### src/rtl/core/aoc_pkg.sv
// shared types and constants of the alpha overlay compositor
// no dependencies; imported by the top level, front end, queue and back end
package aoc_pkg;

    localparam int DEFAULT_MAX_DIM = 4096;

    // depth of the queue between front and back
    localparam int QUEUE_DEPTH = 4;

    // configuration register widths and reset values
    localparam int DIM_W = 13;
    localparam int OFS_W = 12;
    localparam int CFG_DATA_W = 13;
    localparam int CFG_INDEX_W = 3;

    localparam logic [DIM_W-1:0] RST_BG_WIDTH  = 13'd640;
    localparam logic [DIM_W-1:0] RST_BG_HEIGHT = 13'd480;

    // full opacity and exact division by 255 for sums below 2^16
    localparam logic [7:0]  MASK_MAX     = 8'd255;
    localparam logic [16:0] DIV255_RECIP = 17'd32897;
    localparam int          DIV255_SHIFT = 23;

    localparam int NUM_CH = 3;

    typedef enum logic [CFG_INDEX_W-1:0] {
        REG_BG_WIDTH    = 3'd0,
        REG_BG_HEIGHT   = 3'd1,
        REG_FG_WIDTH    = 3'd2,
        REG_FG_HEIGHT   = 3'd3,
        REG_MASK_WIDTH  = 3'd4,
        REG_MASK_HEIGHT = 3'd5,
        REG_X_OFFSET    = 3'd6,
        REG_Y_OFFSET    = 3'd7
    } cfg_index_t;

    typedef struct packed {
        logic [DIM_W-1:0] bg_width;
        logic [DIM_W-1:0] bg_height;
        logic [DIM_W-1:0] fg_width;
        logic [DIM_W-1:0] fg_height;
        logic [DIM_W-1:0] mask_width;
        logic [DIM_W-1:0] mask_height;
        logic [OFS_W-1:0] x_offset;
        logic [OFS_W-1:0] y_offset;
    } cfg_t;

    // one classified pixel, channel 0 red, 1 green, 2 blue
    typedef struct packed {
        logic [NUM_CH-1:0][7:0] bg;
        logic [NUM_CH-1:0][7:0] fg;
        logic [7:0]             mask;
        logic                   in_window;
        logic                   frame_end;
    } item_t;

    typedef struct packed {
        logic empty;
        logic full;
    } queue_status_t;

endpackage

### src/rtl/core/alpha_overlay_compositor.sv
// top level of the alpha overlay compositor: configuration registers and wiring
// depends on aoc_pkg, aoc_front, aoc_queue, aoc_back
//
// Blends an overlay into a raster-order background stream, one pixel per clock while
// the output is free. A pixel taken on the slave side passes the queue, the sum
// register and the output register; the blend runs as two pipeline stages (weighted
// sum, then division by 255 through a reciprocal multiply). A four-entry queue
// between the classifying front end and the blend lets input keep flowing for four
// pixels while the output is stalled. Configuration writes take effect at once
// and should be made while no pixel is in flight; they never reset the position.
module alpha_overlay_compositor
    import aoc_pkg::*;
#(
    parameter int MAX_DIM = DEFAULT_MAX_DIM
)
(
    input  logic                   clk,
    input  logic                   rst_n,
    input  logic                   cfg_we,
    input  logic [CFG_INDEX_W-1:0] cfg_index,
    input  logic [CFG_DATA_W-1:0]  cfg_data,
    input  logic                   s_tvalid,
    output logic                   s_tready,
    // bg_red, bg_green, bg_blue, fg_red, fg_green, fg_blue, mask_value
    input  logic [55:0]            s_tdata,
    output logic                   m_tvalid,
    input  logic                   m_tready,
    // out_red, out_green, out_blue
    output logic [23:0]            m_tdata,
    // frame_end
    output logic                   m_tlast
);

    cfg_t          cfg_reg, cfg_next;
    queue_status_t qs;
    logic          push, pop;
    item_t         push_item, head;

    // register writes
    always_comb
    begin
        cfg_next = cfg_reg;
        if (cfg_we)
        begin
            case (cfg_index_t'(cfg_index))
                REG_BG_WIDTH:    cfg_next.bg_width    = cfg_data;
                REG_BG_HEIGHT:   cfg_next.bg_height   = cfg_data;
                REG_FG_WIDTH:    cfg_next.fg_width    = cfg_data;
                REG_FG_HEIGHT:   cfg_next.fg_height   = cfg_data;
                REG_MASK_WIDTH:  cfg_next.mask_width  = cfg_data;
                REG_MASK_HEIGHT: cfg_next.mask_height = cfg_data;
                REG_X_OFFSET:    cfg_next.x_offset    = cfg_data[OFS_W-1:0];
                REG_Y_OFFSET:    cfg_next.y_offset    = cfg_data[OFS_W-1:0];
                default:         cfg_next = cfg_reg;
            endcase
        end
    end

    always_ff @(posedge clk or negedge rst_n)
    begin
        if (!rst_n)
        begin
            cfg_reg <= '{bg_width:    RST_BG_WIDTH,
                         bg_height:   RST_BG_HEIGHT,
                         fg_width:    '0,
                         fg_height:   '0,
                         mask_width:  '0,
                         mask_height: '0,
                         x_offset:    '0,
                         y_offset:    '0};
        end
        else
        begin
            cfg_reg <= cfg_next;
        end
    end

    // front end
    aoc_front #(
        .MAX_DIM (MAX_DIM)
    ) u_front (
        .clk      (clk),
        .rst_n    (rst_n),
        .cfg      (cfg_reg),
        .s_tvalid (s_tvalid),
        .s_tready (s_tready),
        .s_tdata  (s_tdata),
        .qs       (qs),
        .push     (push),
        .item     (push_item)
    );

    // queue
    aoc_queue u_queue (
        .clk       (clk),
        .rst_n     (rst_n),
        .push      (push),
        .push_item (push_item),
        .pop       (pop),
        .head      (head),
        .qs        (qs)
    );

    // blend back end
    aoc_back u_back (
        .clk      (clk),
        .rst_n    (rst_n),
        .head     (head),
        .qs       (qs),
        .pop      (pop),
        .m_tvalid (m_tvalid),
        .m_tready (m_tready),
        .m_tdata  (m_tdata),
        .m_tlast  (m_tlast)
    );

endmodule

### src/rtl/core/aoc_front.sv
// front end: input transfer, position counters and window classification
// depends on aoc_pkg
module aoc_front
    import aoc_pkg::*;
#(
    parameter int MAX_DIM = DEFAULT_MAX_DIM
)
(
    input  logic          clk,
    input  logic          rst_n,
    input  cfg_t          cfg,
    input  logic          s_tvalid,
    output logic          s_tready,
    input  logic [55:0]   s_tdata,
    input  queue_status_t qs,
    output logic          push,
    output item_t         item
);

    localparam int CW   = $clog2(MAX_DIM);
    localparam int CMPW = (CW + 1 > OFS_W + 2) ? CW + 1 : OFS_W + 2;

    logic [CW-1:0]   col_reg, col_next, row_reg, row_next;
    logic [CMPW-1:0] w, h, bgw_ext, bgh_ext;
    logic [DIM_W-1:0] span_w, span_h;
    logic [CMPW-1:0] x_lo, x_hi, y_lo, y_hi, col_ext, row_ext, col_inc, row_inc;
    logic            in_x, in_y, line_end, last_row;

    assign s_tready = !qs.full;
    assign push     = s_tvalid && s_tready;

    // clamp background size, window edges
    always_comb
    begin
        bgw_ext = CMPW'(cfg.bg_width);
        bgh_ext = CMPW'(cfg.bg_height);
        if (bgw_ext == '0)
            w = CMPW'(1);
        else if (bgw_ext > CMPW'(MAX_DIM))
            w = CMPW'(MAX_DIM);
        else
            w = bgw_ext;
        if (bgh_ext == '0)
            h = CMPW'(1);
        else if (bgh_ext > CMPW'(MAX_DIM))
            h = CMPW'(MAX_DIM);
        else
            h = bgh_ext;
        span_w = (cfg.fg_width < cfg.mask_width) ? cfg.fg_width : cfg.mask_width;
        span_h = (cfg.fg_height < cfg.mask_height) ? cfg.fg_height : cfg.mask_height;
        x_lo = CMPW'(cfg.x_offset);
        y_lo = CMPW'(cfg.y_offset);
        x_hi = x_lo + CMPW'(span_w);
        y_hi = y_lo + CMPW'(span_h);
    end

    // classification and next position
    always_comb
    begin
        col_ext  = CMPW'(col_reg);
        row_ext  = CMPW'(row_reg);
        col_inc  = col_ext + CMPW'(1);
        row_inc  = row_ext + CMPW'(1);
        in_x     = (col_ext < w) && (col_ext >= x_lo) && (col_ext < x_hi);
        in_y     = (row_ext < h) && (row_ext >= y_lo) && (row_ext < y_hi);
        line_end = col_inc >= w;
        last_row = row_inc >= h;
        col_next = col_reg;
        row_next = row_reg;
        if (push)
        begin
            if (line_end)
            begin
                col_next = '0;
                row_next = last_row ? '0 : row_inc[CW-1:0];
            end
            else
            begin
                col_next = col_inc[CW-1:0];
            end
        end
    end

    // item unpacking, lowest byte first
    always_comb
    begin
        item.bg[0]     = s_tdata[7:0];
        item.bg[1]     = s_tdata[15:8];
        item.bg[2]     = s_tdata[23:16];
        item.fg[0]     = s_tdata[31:24];
        item.fg[1]     = s_tdata[39:32];
        item.fg[2]     = s_tdata[47:40];
        item.mask      = s_tdata[55:48];
        item.in_window = in_x && in_y;
        item.frame_end = line_end && last_row;
    end

    // position counters
    always_ff @(posedge clk or negedge rst_n)
    begin
        if (!rst_n)
        begin
            col_reg <= '0;
            row_reg <= '0;
        end
        else
        begin
            col_reg <= col_next;
            row_reg <= row_next;
        end
    end

endmodule

### src/rtl/core/aoc_queue.sv
// short fifo of classified pixels between front and back
// depends on aoc_pkg
module aoc_queue
    import aoc_pkg::*;
(
    input  logic          clk,
    input  logic          rst_n,
    input  logic          push,
    input  item_t         push_item,
    input  logic          pop,
    output item_t         head,
    output queue_status_t qs
);

    localparam int PW = $clog2(QUEUE_DEPTH);
    localparam int NW = $clog2(QUEUE_DEPTH + 1);

    item_t            entry_reg [QUEUE_DEPTH];
    logic [PW-1:0]    wr_ptr_reg, wr_ptr_next, rd_ptr_reg, rd_ptr_next;
    logic [NW-1:0]    count_reg, count_next;

    assign qs.empty = (count_reg == '0);
    assign qs.full  = (count_reg == NW'(QUEUE_DEPTH));
    assign head     = entry_reg[rd_ptr_reg];

    // pointer and fill level update
    always_comb
    begin
        wr_ptr_next = wr_ptr_reg;
        rd_ptr_next = rd_ptr_reg;
        count_next  = count_reg;
        if (push)
            wr_ptr_next = (wr_ptr_reg == PW'(QUEUE_DEPTH - 1)) ? '0 : wr_ptr_reg + PW'(1);
        if (pop)
            rd_ptr_next = (rd_ptr_reg == PW'(QUEUE_DEPTH - 1)) ? '0 : rd_ptr_reg + PW'(1);
        if (push && !pop)
            count_next = count_reg + NW'(1);
        else if (pop && !push)
            count_next = count_reg - NW'(1);
    end

    always_ff @(posedge clk or negedge rst_n)
    begin
        if (!rst_n)
        begin
            wr_ptr_reg <= '0;
            rd_ptr_reg <= '0;
            count_reg  <= '0;
        end
        else
        begin
            wr_ptr_reg <= wr_ptr_next;
            rd_ptr_reg <= rd_ptr_next;
            count_reg  <= count_next;
        end
    end

    // storage, no reset
    always_ff @(posedge clk)
    begin
        if (push)
            entry_reg[wr_ptr_reg] <= push_item;
    end

endmodule

### src/rtl/core/aoc_back.sv
// back end: two-stage blend pipeline whose second stage is the output register
// depends on aoc_pkg
module aoc_back
    import aoc_pkg::*;
(
    input  logic          clk,
    input  logic          rst_n,
    input  item_t         head,
    input  queue_status_t qs,
    output logic          pop,
    output logic          m_tvalid,
    input  logic          m_tready,
    output logic [23:0]   m_tdata,
    output logic          m_tlast
);

    logic                    advance;
    logic                    s1_valid_reg, s1_valid_next, out_valid_reg, out_valid_next;
    logic [NUM_CH-1:0][15:0] sum_reg, sum_next;
    logic [NUM_CH-1:0][7:0]  s1_bg_reg;
    logic                    s1_inside_reg, s1_last_reg;
    logic [NUM_CH-1:0][7:0]  out_reg, out_next;
    logic                    out_last_reg;
    logic [15:0]             prod_b, prod_f;
    logic [16:0]             sum_w;
    logic [32:0]             quot_w;

    assign advance  = !out_valid_reg || m_tready;
    assign pop      = advance && !qs.empty;
    assign m_tvalid = out_valid_reg;
    assign m_tdata  = {out_reg[2], out_reg[1], out_reg[0]};
    assign m_tlast  = out_last_reg;

    // weighted sum bg*(255-m) + fg*m per channel
    always_comb
    begin
        sum_next = sum_reg;
        prod_b   = '0;
        prod_f   = '0;
        sum_w    = '0;
        for (int c = 0; c < NUM_CH; c++)
        begin
            prod_b      = 16'(head.bg[c]) * 16'(MASK_MAX - head.mask);
            prod_f      = 16'(head.fg[c]) * 16'(head.mask);
            sum_w       = 17'(prod_b) + 17'(prod_f);
            sum_next[c] = sum_w[15:0];
        end
    end

    // divide by 255 through reciprocal, or pass background
    always_comb
    begin
        out_next = out_reg;
        quot_w   = '0;
        for (int c = 0; c < NUM_CH; c++)
        begin
            quot_w      = 33'(sum_reg[c]) * 33'(DIV255_RECIP);
            out_next[c] = s1_inside_reg ? quot_w[DIV255_SHIFT +: 8] : s1_bg_reg[c];
        end
    end

    // stage valids
    always_comb
    begin
        s1_valid_next  = s1_valid_reg;
        out_valid_next = out_valid_reg;
        if (advance)
        begin
            s1_valid_next  = !qs.empty;
            out_valid_next = s1_valid_reg;
        end
    end

    always_ff @(posedge clk or negedge rst_n)
    begin
        if (!rst_n)
        begin
            s1_valid_reg  <= 1'b0;
            out_valid_reg <= 1'b0;
        end
        else
        begin
            s1_valid_reg  <= s1_valid_next;
            out_valid_reg <= out_valid_next;
        end
    end

    // payload stages
    always_ff @(posedge clk)
    begin
        if (advance)
        begin
            sum_reg       <= sum_next;
            s1_bg_reg     <= head.bg;
            s1_inside_reg <= head.in_window;
            s1_last_reg   <= head.frame_end;
            out_reg       <= out_next;
            out_last_reg  <= s1_last_reg;
        end
    end

endmodule

### config.mk
export PLATFORM = sky130hd
export DESIGN_NAME = alpha_overlay_compositor
export DESIGN_NICKNAME = d
export VERILOG_FILES = /design/src/rtl/core/aoc_pkg.sv /design/src/rtl/core/alpha_overlay_compositor.sv /design/src/rtl/core/aoc_front.sv /design/src/rtl/core/aoc_queue.sv /design/src/rtl/core/aoc_back.sv
export SDC_FILE = /design/constraint.sdc
export NUM_CORES = 2
export LEC_CHECK = 0
export ABC_AREA = 0
export BUFFER_PORTS_ARGS = -buffer_cell sky130_fd_sc_hd__buf_2
export CORE_ASPECT_RATIO = 2
export CORE_UTILIZATION = 55
export DETAILED_ROUTE_END_ITERATION = 10
export PLACE_DENSITY = 0.72
export SYNTH_ARGS = -nofsm -noshare
export SYNTH_HDL_FRONTEND = slang
export SYNTH_HIERARCHICAL = 1
export SYNTH_SLANG_ARGS = --single-unit
### constraint.sdc
create_clock -name clk -period 20.3 [get_ports clk]
set_input_delay 0 -clock clk [delete_from_list [all_inputs] [get_ports clk]]
set_output_delay 0 -clock clk [all_outputs]
set_load 0.01 [all_outputs]
[Word level (Yosys, flattened, before mapping)]
Memories as Yosys holds them, arrays and structs flattened.
Index checks and enable logic that the tools add are counted.
Storage, ports and cells
  latch bits: 0
  word-level logic and storage cells: 118
  memory bits (writable): 232
  flip-flop bits (word level): 234
  output and inout port bits: 27
  bits in read-only memories: 0
  memories: 1
  input bits: 77
Memory list
  u_queue.entry_reg: words 4, bits a word 58, read ports 1, clocked after Yosys merged registers in 0, wr ports 1, line aoc_queue.sv:18  | item_t entry_reg [QUEUE_DEPTH];
Operators by class
  multipliers: 9
  reduce and logical (&&, ||, !) cells: 30
  mux-type cells: 17
  shift operators: 0
  eq/ne operators: 10
  add/sub/neg operators: 12
  bitwise operators: 0
  order comparisons: 12
  divide/modulo/power cells: 0
Operators by type and width (number)
  16-bit by 16-bit multiplier with 31-bit output (second input constant): 3
  13-bit 2-to-1 mux: 5
  16-bit adder: 3
  8-bit by 16-bit multiplier with 16-bit output: 3
  8-bit by 8-bit multiplier with 16-bit output: 3
  12-bit by 14-bit < comparator with 1-bit output: 3
  12-bit by 13-bit adder with 14-bit output: 2
  12-bit by 1-bit adder with 13-bit output (second input constant): 2
  13-bit greater-than comparator (second input constant): 2
  13-bit logical NOT: 2
  13-bit < comparator: 2
  12-bit >= comparator: 2
  12-bit 2-to-1 mux: 2
  8-bit 2-to-1 mux: 3
  2-bit AND reduction: 9
  3-bit == test (second input constant): 5
  14-bit by 13-bit >= comparator with 1-bit output: 1
  14-bit >= comparator: 1
  14-bit 2-to-1 mux: 1
  12-bit by 13-bit < comparator with 1-bit output: 1
  1-bit logical AND: 10
  8-bit by 8-bit subtractor with 9-bit output (first input constant): 1
  3-bit by 2-bit == test with 1-bit output (second input constant): 2
  3-bit logical NOT: 2
  11 further kinds: 20

[Longest topological paths before layout]
  depth in word-level cells: 7
  mapped depth: 25
  depth with buffers taken out: 24

[By module]
The synthesis kept the hierarchy.
By module, submodules not included
  aoc_back: sequential area each 3022.9 sq um, area an instance 20026.7 sq um, cells an instance 1990, times used 1
  aoc_queue: sequential area each 7141.8 sq um, area an instance 8856.0 sq um, cells an instance 341, times used 1
  aoc_front: sequential area each 600.6 sq um, area an instance 5987.0 sq um, cells an instance 760, times used 1
  alpha_overlay_compositor: sequential area each 2560.0 sq um, area an instance 3895.0 sq um, cells an instance 220, times used 1

[Least setup slack after synthesis]
Ideal clock, no wire load.
  path kind: register -> register
  start point: register u_queue.rd_ptr_reg[0]
  end point: register u_back/sum_reg[31] (netlist name) (data pin)
  library setup time: 0.158 ns
  slack: 13.806 ns
  data arrival time: 6.336 ns
  cell stages (with the launch flop): 23
  buffers on the path: 4
  clock period less this slack: 6.494 ns
  required time: 20.142 ns
  cell sequence: dfrtp_1 buf_6 buf_12 mux4_2 clkbuf_1 clkbuf_1 nand2_1 fa_1 fa_1 inv_1 fa_1 fa_1 fa_1 inv_1 fa_1 inv_1 ha_1 or3_1 o21ai_0 a21oi_1 a211o_1 a2111o_1 o211ai_1
RTL lines
  from (decl): line aoc_queue.sv:19  | logic [PW-1:0] wr_ptr_reg, wr_ptr_next, rd_ptr_reg, rd_ptr_next;
  from (signal assigned): line aoc_queue.sv:53  | rd_ptr_reg <= rd_ptr_next;
  to (signal assigned): line aoc_back.sv:93  | sum_reg <= sum_next;
  to (decl): line aoc_back.sv:19  | logic [NUM_CH-1:0][15:0] sum_reg, sum_next;

==> flow_summary.ini <==
[synth]
synthMostInstantiatedCell = ha_1
synth_largest_area_cell = edfxtp_1
dominantRegCellSynth = edfxtp_1
synth.ff_latch_count = 466
synth-seq-area-share = 0.344
syn_avg_cell_area_um2 = 11.7
netlist.area_leader.share = 0.256
synthesis.area_um2 = 38800
yosys_warnings = 6
synth.distinct_cells = 77
synth-edff-count = 331
synthArstFlopShare = 0.290
synth_top_area_cells = edfxtp_1, ha_1, fa_1, dfrtp_1, inv_1
post_synth_most_frequent_cells = ha_1, inv_1, edfxtp_1
synth_cells = 3311

[critical_path]
cpMaxStageDelayCell = dfrtp_4
start_kind = register
worst-path-max-fanout = 48
crit_type = register to register
worst_ep_required_time_ns = 20.73
timing.rr.start = u_queue/rd_ptr_reg[0]
series_of_cell_instances_along_the_critical_path = buf_4 > mux4_2 > buf_4 > and2_1 > fa_1 > inv_1 > fa_1 > inv_1 > fa_1 > fa_1 > fa_1 > inv_1 > fa_1 > inv_1 > ha_1 > and2_1 > a31o_2 > a211o_1 > a2111o_1 > o211ai_1
critical_path_buf_inv_count = 6
r2r-end = u_back/sum_reg[31]
crit_path_max_incr_delay_ns = 0.82
cp_data_arrival_time_ns = 8.03
path_common_cell = fa_1
cell_family_with_most_cp_delay = adder cells
worst_setup_path_end_kind = register
rr_worst_depth = 20
r2r_slack_ns = 12.70

[clock_network]
ctsHtreeMaxLevel = 2
cts_sinks = 466
tritoncts = done
worstSkewPairLatency_ns = 0.59
cts_resized = 0
cts.root.buffer_cell = clkbuf_16
max-clock-path-buffers = 3
num_cts_buffers = 44
register_clock_pin_slew_on_the_reported_worst_setup_and_hold_paths_ns = 0.07

[timing]
fin_skew_ns = 0.0294
report.final.hold_viol_count = 0
grt_setup_unrepaired = false
timing_max_transition_violations_final = 0
final-setup-viol-count = 0
final.period_utilization = 0.375
timing.slew.headroom = 0.309
setup_tns_ns = 0
fin_crit_ns = 7.60
clock.fmax_mhz = 132
timing_worst_slew_pin_value_ns = 1.04

[placed_design]
port_buffers = 103
dp_hpwl_um = 64100
place.gp.congestion = 0.892
placedInstanceArea_um2 = 39700

[status]
status = completed

[drt]
detailedRoute.firstIterationViolations = 937
avgRoutedWirePerCell_um = 19.0
vias_per_cell = 5.58
detail-route-antenna-nets = 0
totalWireLength_um = 83100
drcViolationCount = 0
number_of_detailed_route_iterations_in_the_first_pass = 5
detailroute.via_count = 24400

[die]
dieHeight_um = 377
ioPinCount = 104
die_area_um2 = 71600
design.core.area_um2 = 69800
die_width_um = 190
initial_core_utilization = 0.556
rows = 137

[min_path]
min_path_type = input port to async pin

[global_route]
grt_overflow_total = 0
globalRouteTotalUtil = 0.241
antenna_found_initial = 8
global_route_wire_length_before_repair_um = 134000
first_global_vias = 26300
grt_max_degree = 80

[cells_and_area]
area_growth_pct = 8.34
layout.nets = 4337
final_area_um2 = 42000
final_layout_size_suffix_gt1_frac = 0.124
largest_register_ffs = 232

[run]
max_cap_check_violation_count = 0
worst register-to-register path, cell delays in order (launching register included):
cell	delay [ns]
dfrtp_4	0.82
buf_4	0.62
mux4_2	0.58
buf_4	0.30
and2_1	0.26
fa_1	0.51
inv_1	0.06
fa_1	0.52
inv_1	0.06
fa_1	0.51
fa_1	0.52
fa_1	0.55
inv_1	0.05
fa_1	0.53
inv_1	0.04
ha_1	0.35
and2_1	0.18
a31o_2	0.22
a211o_1	0.29
a2111o_1	0.38
o211ai_1	0.09
worst max-delay path by stage:
stage / from / endpoint / slack (ns) / depth (start not counted)
floorplan: u_queue/rd_ptr_reg[0] / u_back/sum_reg[31] / 13.81 / 22
global placement: u_queue/rd_ptr_reg[0] / u_back/sum_reg[31] / 12.67 / 20
detailed placement: u_queue/rd_ptr_reg[0] / u_back/sum_reg[31] / 12.63 / 20
CTS: u_queue/rd_ptr_reg[0] / u_back/sum_reg[31] / 12.57 / 20
global route: u_queue/rd_ptr_reg[0] / u_back/sum_reg[31] / 12.28 / 20
finish: u_queue/rd_ptr_reg[0] / u_back/sum_reg[31] / 12.70 / 20
placed cells by master, fill, tap and decap left out, drive strengths merged, types with 8 or more instances in the layout:
| master | Yosys | routed |
|---|---|---|
| a211oi | 16 | 16 |
| or3 | 13 | 13 |
| nand3 | 34 | 34 |
| o31ai | 12 | 12 |
| mux2 | 139 | 139 |
| xor2 | 47 | 47 |
| nand2b | 134 | 134 |
| a31oi | 12 | 12 |
| and2 | 143 | 143 |
| nor2b | 95 | 95 |
| buf | 78 | 118 |
| clkbuf | 53 | 47 |
| nor2 | 64 | 64 |
| nand4 | 19 | 19 |
| mux4 | 58 | 58 |
| a21oi | 104 | 104 |
| nor4 | 12 | 12 |
| o21a | 16 | 16 |
| xnor2 | 52 | 52 |
| dfrtp | 129 | 129 |
| a21o | 38 | 38 |
| fa | 288 | 288 |
| clkinvlp | 0 | 12 |
| o211ai | 13 | 13 |
| ha | 549 | 549 |
| and3 | 12 | 12 |
| nor3 | 34 | 34 |
| o21bai | 8 | 8 |
| dlygate4sd3 | 0 | 77 |
| inv | 487 | 495 |
| nand2 | 157 | 157 |
| o21ai | 83 | 83 |
| edfxtp | 331 | 331 |
| clkinv | 0 | 8 |
logic make-up after synthesis:
family	Yosys count	share of synthesized area
muxes	198	0.0743
DFF	466	0.344
adders and majority gates	837	0.326
and+or+nand+nor	744	0.106
xor gates and xnor gates	99	0.0224
buffers and inverters	618	0.0698
AOI/OAI and AO/OA	348	0.0579
other	1	0.0000967
layout make-up:
class / count / area [um^2]
Clock inverter: 34 / 399
Clock buffer: 47 / 1130
Fill cell: 5626 / 27800
Multi-Input combinational cell: 2229 / 22800
Tap cell: 903 / 1130
Inverter: 487 / 1830
Antenna cell: 6 / 15.0
Sequential cell: 466 / 13300
Timing Repair Buffer: 195 / 1410
per-layer routing:
layer | global-route usage | vias to the layer above | share of wire
met5 | 0 | - | 0.00029
met4 | 0.128 | 4 | 0.055
met3 | 0.0280 | 207 | 0.032
met2 | 0.476 | 476 | 0.56
met1 | 0.241 | 12200 | 0.35
li1 | - | 11500 | -
what timing repair did:
| item | CTS | global route |
|---|---|---|
| buffers inserted | 0 | 0 |
| endpoints found under the hold margin | 408 | 0 |
| hold buffers | 77 | 0 |
| setup endpoints to repair | 0 | 0 |
metrics by stage:
stage	hold slack [ns]	instances	util	setup WS, ns
after floorplan	-0.296	3313	-	13.81
after global placement	0.0983	4203	0.569	12.67
after detailed placement	0.0997	4203	0.569	12.63
after CTS	0.0435	4361	0.602	12.57
after global routing	0.0920	4367	0.602	12.28
final	0.0353	4367	0.602	12.70
Power is left out: the tool's default activity adds up to more than one toggle a clock period on the data nets, which glitch-free logic cannot reach.
